File: config.mk
export PLATFORM = sky130hd
export DESIGN_NAME = fct_ctrl
export DESIGN_NICKNAME = d
export VERILOG_FILES = /design/src/hdl/fct_pkg.sv /design/src/hdl/fct_ctrl.sv
export SDC_FILE = /design/constraint.sdc
export NUM_CORES = 1
export LEC_CHECK = 0
export BUFFER_PORTS_ARGS = -buffer_cell sky130_fd_sc_hd__buf_2
export CAP_MARGIN = 20
export CORE_AREA = 2 2 39 41
export DETAILED_ROUTE_END_ITERATION = 6
export DIE_AREA = 0 0 41 43
export REMOVE_ABC_BUFFERS = 1
export SYNTH_ARGS = -nofsm -noshare
export SYNTH_HDL_FRONTEND = slang
export SYNTH_SLANG_ARGS = --single-unit
File: constraint.sdc
create_clock -name clock -period 1.9 [get_ports clock]
set_input_delay 0.38 -clock clock [delete_from_list [all_inputs] [get_ports clock]]
set_output_delay 0.38 -clock clock [all_outputs]
set_load 0.01 [all_outputs]
File: src/hdl/fct_pkg.sv
// Package for the frustum cull tester: field widths, operation codes,
// controller state type and datapath command/status structs. No dependencies.
package fct_pkg;
   localparam int FracBits = 16;
   localparam int NumPlanes = 6;
   localparam int VecWidth = 32;
   localparam int CornerWidth = VecWidth + 1;
   localparam int ProdWidth = VecWidth + CornerWidth;
   localparam int DistWidth = ProdWidth + 3;

   typedef enum logic [1:0] {
      OP_LOAD   = 2'd0,
      OP_POINT  = 2'd1,
      OP_SPHERE = 2'd2,
      OP_BOX    = 2'd3
   } op_type;

   typedef enum logic [1:0] {
      ST_IDLE,
      ST_MUL,
      ST_SUM,
      ST_DONE
   } state_type;

   typedef struct packed {
      logic       capture;
      logic       load;
      logic       mul;
      logic       sum;
      logic [2:0] corner;
   } cmd_type;

   typedef struct packed {
      logic pass;
   } status_type;
endpackage

File: src/hdl/fct_ctrl.sv
// Controller of the frustum cull tester: sequences loads and the corner
// walk of the tests. Depends on fct_pkg.
module fct_ctrl (
   input  logic                clock,
   input  logic                reset,
   input  logic                start,
   input  fct_pkg::op_type     req_operation,
   input  fct_pkg::status_type status,
   output logic                busy,
   output fct_pkg::cmd_type    cmd,
   output logic                rsp_valid,
   output logic                rsp_visible
);
   import fct_pkg::*;

   state_type state_ff, state_in;
   op_type    op_ff, op_in;
   logic [2:0] corner_ff, corner_in;
   logic      vis_ff, vis_in;
   logic      accept;

   assign accept = start && !busy;
   assign busy = (state_ff != ST_IDLE);

   // hold state, operation, corner count and running verdict
   always_ff @(posedge clock) begin
      if (reset) begin
         state_ff  <= ST_IDLE;
         op_ff     <= OP_LOAD;
         corner_ff <= '0;
         vis_ff    <= 1'b0;
      end else begin
         state_ff  <= state_in;
         op_ff     <= op_in;
         corner_ff <= corner_in;
         vis_ff    <= vis_in;
      end
   end

   // next state and commands
   always_comb begin
      state_in    = state_ff;
      op_in       = op_ff;
      corner_in   = corner_ff;
      vis_in      = vis_ff;
      cmd         = '0;
      cmd.corner  = corner_ff;
      rsp_valid   = 1'b0;
      rsp_visible = vis_ff;
      case (state_ff)
         ST_IDLE: begin
            if (accept) begin
               op_in       = req_operation;
               corner_in   = '0;
               vis_in      = 1'b0;
               cmd.capture = 1'b1;
               if (req_operation == OP_LOAD) begin
                  cmd.load = 1'b1;
               end else begin
                  state_in = ST_MUL;
               end
            end
         end
         ST_MUL: begin
            cmd.mul  = 1'b1;
            state_in = ST_SUM;
         end
         ST_SUM: begin
            cmd.sum  = 1'b1;
            state_in = ST_DONE;
         end
         ST_DONE: begin
            // fold this corner's verdict in, advance or finish
            vis_in = vis_ff || status.pass;
            if (op_ff == OP_BOX && corner_ff != 3'd7) begin
               corner_in = corner_ff + 3'd1;
               state_in  = ST_MUL;
            end else begin
               rsp_valid   = 1'b1;
               rsp_visible = vis_ff || status.pass;
               state_in    = ST_IDLE;
            end
         end
         default: state_in = ST_IDLE;
      endcase
   end
endmodule

After elaboration in Yosys (flattened, before gate mapping)
Cells that the tools add are included.

cells by class
  equality and inequality tests = 8
  multiplexer cells = 18
  $add $sub $neg = 1
  reduce and logical (&&, ||, !) cells = 12

operator list
  operator                                                          count
  1-bit two-way mux                                                 9
  2-bit two-way mux                                                 4
  2-bit one-hot mux with 4 select lines                             1
  2-bit == test (second input constant)                             3
  3-bit two-way mux                                                 2
  2-bit != test (second input constant)                             3
  3-bit one-hot mux with 2 select lines                             1
  2-bit AND reduction                                               3
  2-bit zero test                                                   2
  2-bit nonzero test                                                2
  3-bit by 1-bit adder with 3-bit output (second input constant)    1
  3-bit != test (second input constant)                             1
  3-bit AND reduction                                               1
  2-bit by 1-bit == test with 1-bit output (second input constant)  1
  1-bit logical AND                                                 2
  1-bit one-hot mux with 2 select lines                             1
  1-bit zero test                                                   1
  1-bit logical OR                                                  1

storage, ports and cells
  register bits after elaboration = 8

Depth between registers and ports, before layout
  word-level depth = 5
  gate-level depth with buffers = 6

Worst setup path after synthesis
No wires, ideal clock.

  kind = register -> output
  start point = reg corner_ff[0]
  end point = out rsp_visible
  slack = 172 ps
  buffers on the path = 0
  arrival time = 1348 ps
  data required time = 1520 ps
  stages on the path, launching flop included = 6
  cell sequence = dfxtp_1 -> ha_1 -> ha_1 -> nand3b_1 -> and2_2 -> a21o_1

between the ends
  cells in the longest elaborated chain, start to end = 4

ends and longest elaborated chain
  item                      RTL line        RTL
  start: declaration        fct_ctrl.sv:18  logic [2:0] corner_ff, corner_in;
  start signal: assignment  fct_ctrl.sv:35  corner_ff <= corner_in;
  3-bit != test             fct_ctrl.sv:75  if (op_ff == OP_BOX && corner_ff != 3'd7) begin
  1-bit logical AND         fct_ctrl.sv:75
  1-bit two-way mux         fct_ctrl.sv:75
  1-bit two-way mux         fct_ctrl.sv:50  case (state_ff)
  end: declaration          fct_ctrl.sv:12  output logic rsp_visible

No other way between the ends.

Final worst setup path
Ends and elaborated chain as after synthesis.

==> impl_metrics.py <==
metrics = {
    "run_status": {
        "status": "finished, final reports clean",
    },
    "place": {
        "dp_hpwl_um": 821,
        "numPortBuffers": 15,
        "dp_slack_ps": 163,
        "postPlaceCellArea_um2": 599,
        "globalplace.congestion": 0.727,
    },
    "drt": {
        "wl_per_cell_um": 12.0,
        "firstDrtPassIters": 3,
        "drtIter0Drc": 10,
        "vias": 490,
        "vias_per_cell": 5.27,
        "wirelength_mm": 1.12,
        "ant_nets": 0,
        "drc": 0,
    },
    "layout": {
        "seqCellArea_um2": 163,
        "fill_cells": 146,
        "nets": 92,
        "synthToLayoutAreaGrowth_pct": 32.0,
        "layout-drive-gt1-share_pct": 42.9,
        "multi_input_area_um2": 340,
        "antennaDiodeCount": 0,
        "post-route-cell-area_um2": 666,
    },
    "cts": {
        "cts-hold-fix-buffers": 0,
        "tritoncts": "yes",
        "clk_path_buf_depth": 2,
        "cts_buffers": 3,
        "clkLatencyLatePin_ps": 260,
        "clock-sinks": 8,
        "cts.clk_slew.worst_paths_ps": 60,
        "cts-root-buf": "clkbuf_4",
        "h-tree-depth": 1,
    },
    "worst_setup_path": {
        "cp_common_cell": "ha_4",
        "path_delay_family": "flip-flops",
        "cp.arrival_ps": 1500,
        "worstPathCellList": "ha_4 -> ha_4 -> nand3b_1 -> and2_4 -> a21o_1 -> buf_2",
        "crit_path_end_kind": "primary output",
        "cpMaxStageDelayCell": "dfxtp_2",
        "crit_path_start_kind": "register",
        "critical_path_class": "reg -> out",
        "critical_path_required_ps": 1520,
        "critPathBufInv": 1,
        "cp_max_fo": 2,
        "r2r_slack_ps": 380,
        "critPathMaxStageDelay_ps": 330,
    },
    "pwr": {
        "power_w": 0.000757,
        "vdd_ir_drop_max_mv": 0.726,
        "p_leak_nw": 0.313,
        "powerDensity_mw_per_mm2": 1140,
    },
    "die": {
        "core_mm2": 0.00138,
        "die_x_um": 41,
        "rows": 14,
        "ios": 16,
        "die_area_mm2": 0.00176,
        "start_util_pct": 36.4,
        "die_y_um": 43,
    },
    "min_path": {
        "min_path_type": "in -> reg",
    },
    "global_route": {
        "grt_overflow": 0,
        "antenna_found_initial": 0,
        "track_usage_pct": 15.5,
        "grt_pass1_wl_mm": 1.81,
        "grt_max_degree": 10,
        "grt_pass1_vias": 448,
    },
    "sta": {
        "tightest_slew_ps": 416,
        "slew_headroom_pct": 72.0,
        "whs_ps": 398,
        "setup_slack_ps": 20.9,
        "tns_ps": 0,
        "fin_crit_ps": 1880,
        "max_freq_mhz": 532,
        "maxSlewViolCount": 0,
        "setup_viol": 0,
        "hold_viol": 0,
        "rsz0062_at_grt": "true",
        "finalClockSkew_ps": 1.28,
        "period_share_pct": 98.9,
    },
    "run": {
        "maxCapViolCount": 0,
    },
    "logic_synthesis": {
        "syn_area_um2": 504,
        "yosysSeqAreaShare_pct": 31.8,
        "postSynthAreaPerCell_um2": 8.85,
        "synth_cells": 57,
        "yosys_warnings": 0,
        "synth.ff_latch_count": 8,
        "synth_cell_types": 22,
    },
}
## cell families (layout without fill, tap and decap cells)
kind of cell	count (synthesis)	in the layout	synth area share, %
buffers and inverters	6	26	5.95
flip-flops	8	8	31.8
adder cells (fa/ha/maj)	7	7	17.4
multiplexers	1	1	1.99
AND/OR/NAND/NOR	20	20	22.8
AO/OA/AOI/OAI	15	15	20.1
## Yosys cell counts (all sizes together)
cell	count	share of area (%)
buf	2	3.0
nor3	3	4.0
ha	7	17
inv	4	3.0
a21oi	7	6.9
or2b	1	1.7
a31oi	2	2.5
nand2	6	4.5
a211oi	1	1.5
nand3b	1	1.5
nand3	7	6.9
o21ai	1	0.99
a21o	1	1.5
a221oi	1	3.0
and2	1	1.5
dfxtp	8	32
and4b	1	2.7
a21bo	1	2.0
o2bb2ai	1	1.7
mux2i	1	2.0
## metrics by stage
stage | instances | util [%]
finish | 93 | 48.1
global route | 93 | 48.1
CTS | 93 | 48.1
detailed placement | 88 | 43.3
global placement | 88 | 43.3
floorplan | 55 | -
## worst register-to-register path: stages (launching register included)
cell      delay [ps]
dfxtp_1          400
inv_1            110
ha_1             200
buf_4            160
mux2i_1          250
a21oi_1           80
a211oi_1         230
## sequential cells by signal, indices dropped and copies added (netlist names)
register and cells:
corner_ff 3, vis_ff 1, op_ff 2, state_ff 2
## power breakdown
part,internal (W),leakage (nW),switching (W),total (W)
Combinational,0.000176,0.233,0.000218,0.000394
Sequential,0.000197,0.0662,0.0000300,0.000227
Clock,0.0000727,0.0138,0.0000639,0.000137
## placed cells by master, fill, tap and decap left out, drive strengths merged, types with 2 or more instances in the layout
master   n
nand3    7
clkbuf   3
ha       7
a31oi    2
dfxtp    8
buf     19
a21oi    7
nor3     3
inv      4
nand2    6
## what timing repair did
item | in CTS | in global routing
resized for setup | 7 | 1
pin swaps | 2 | 1
setup endpoints to repair | 1 | 2
setup buffers | 2 | 0
## final timing paths
path	start	to	depth (start not counted)
max reg2reg	state_ff[1]	corner_ff[0]	6
min	req_operation[1]	op_ff[1]	3
min reg2reg	op_ff[1]	op_ff[1]	2
max	corner_ff[0]	rsp_visible	6
## routing by layer
metal	GRT usage (%)	wire length, µm
met5	0	0
met4	6.00	15
met3	4.71	58
met2	23.4	553
met1	19.7	489
## final cells by class
type	count	share of cell area [%]
multi-input cells	43	51.1
flip-flops and latches	8	24.4
repair buffers	19	15.8
clock buffers	3	3.38
well taps	16	3.01
inverters	4	2.26
(Power assumes the default switching activity.)
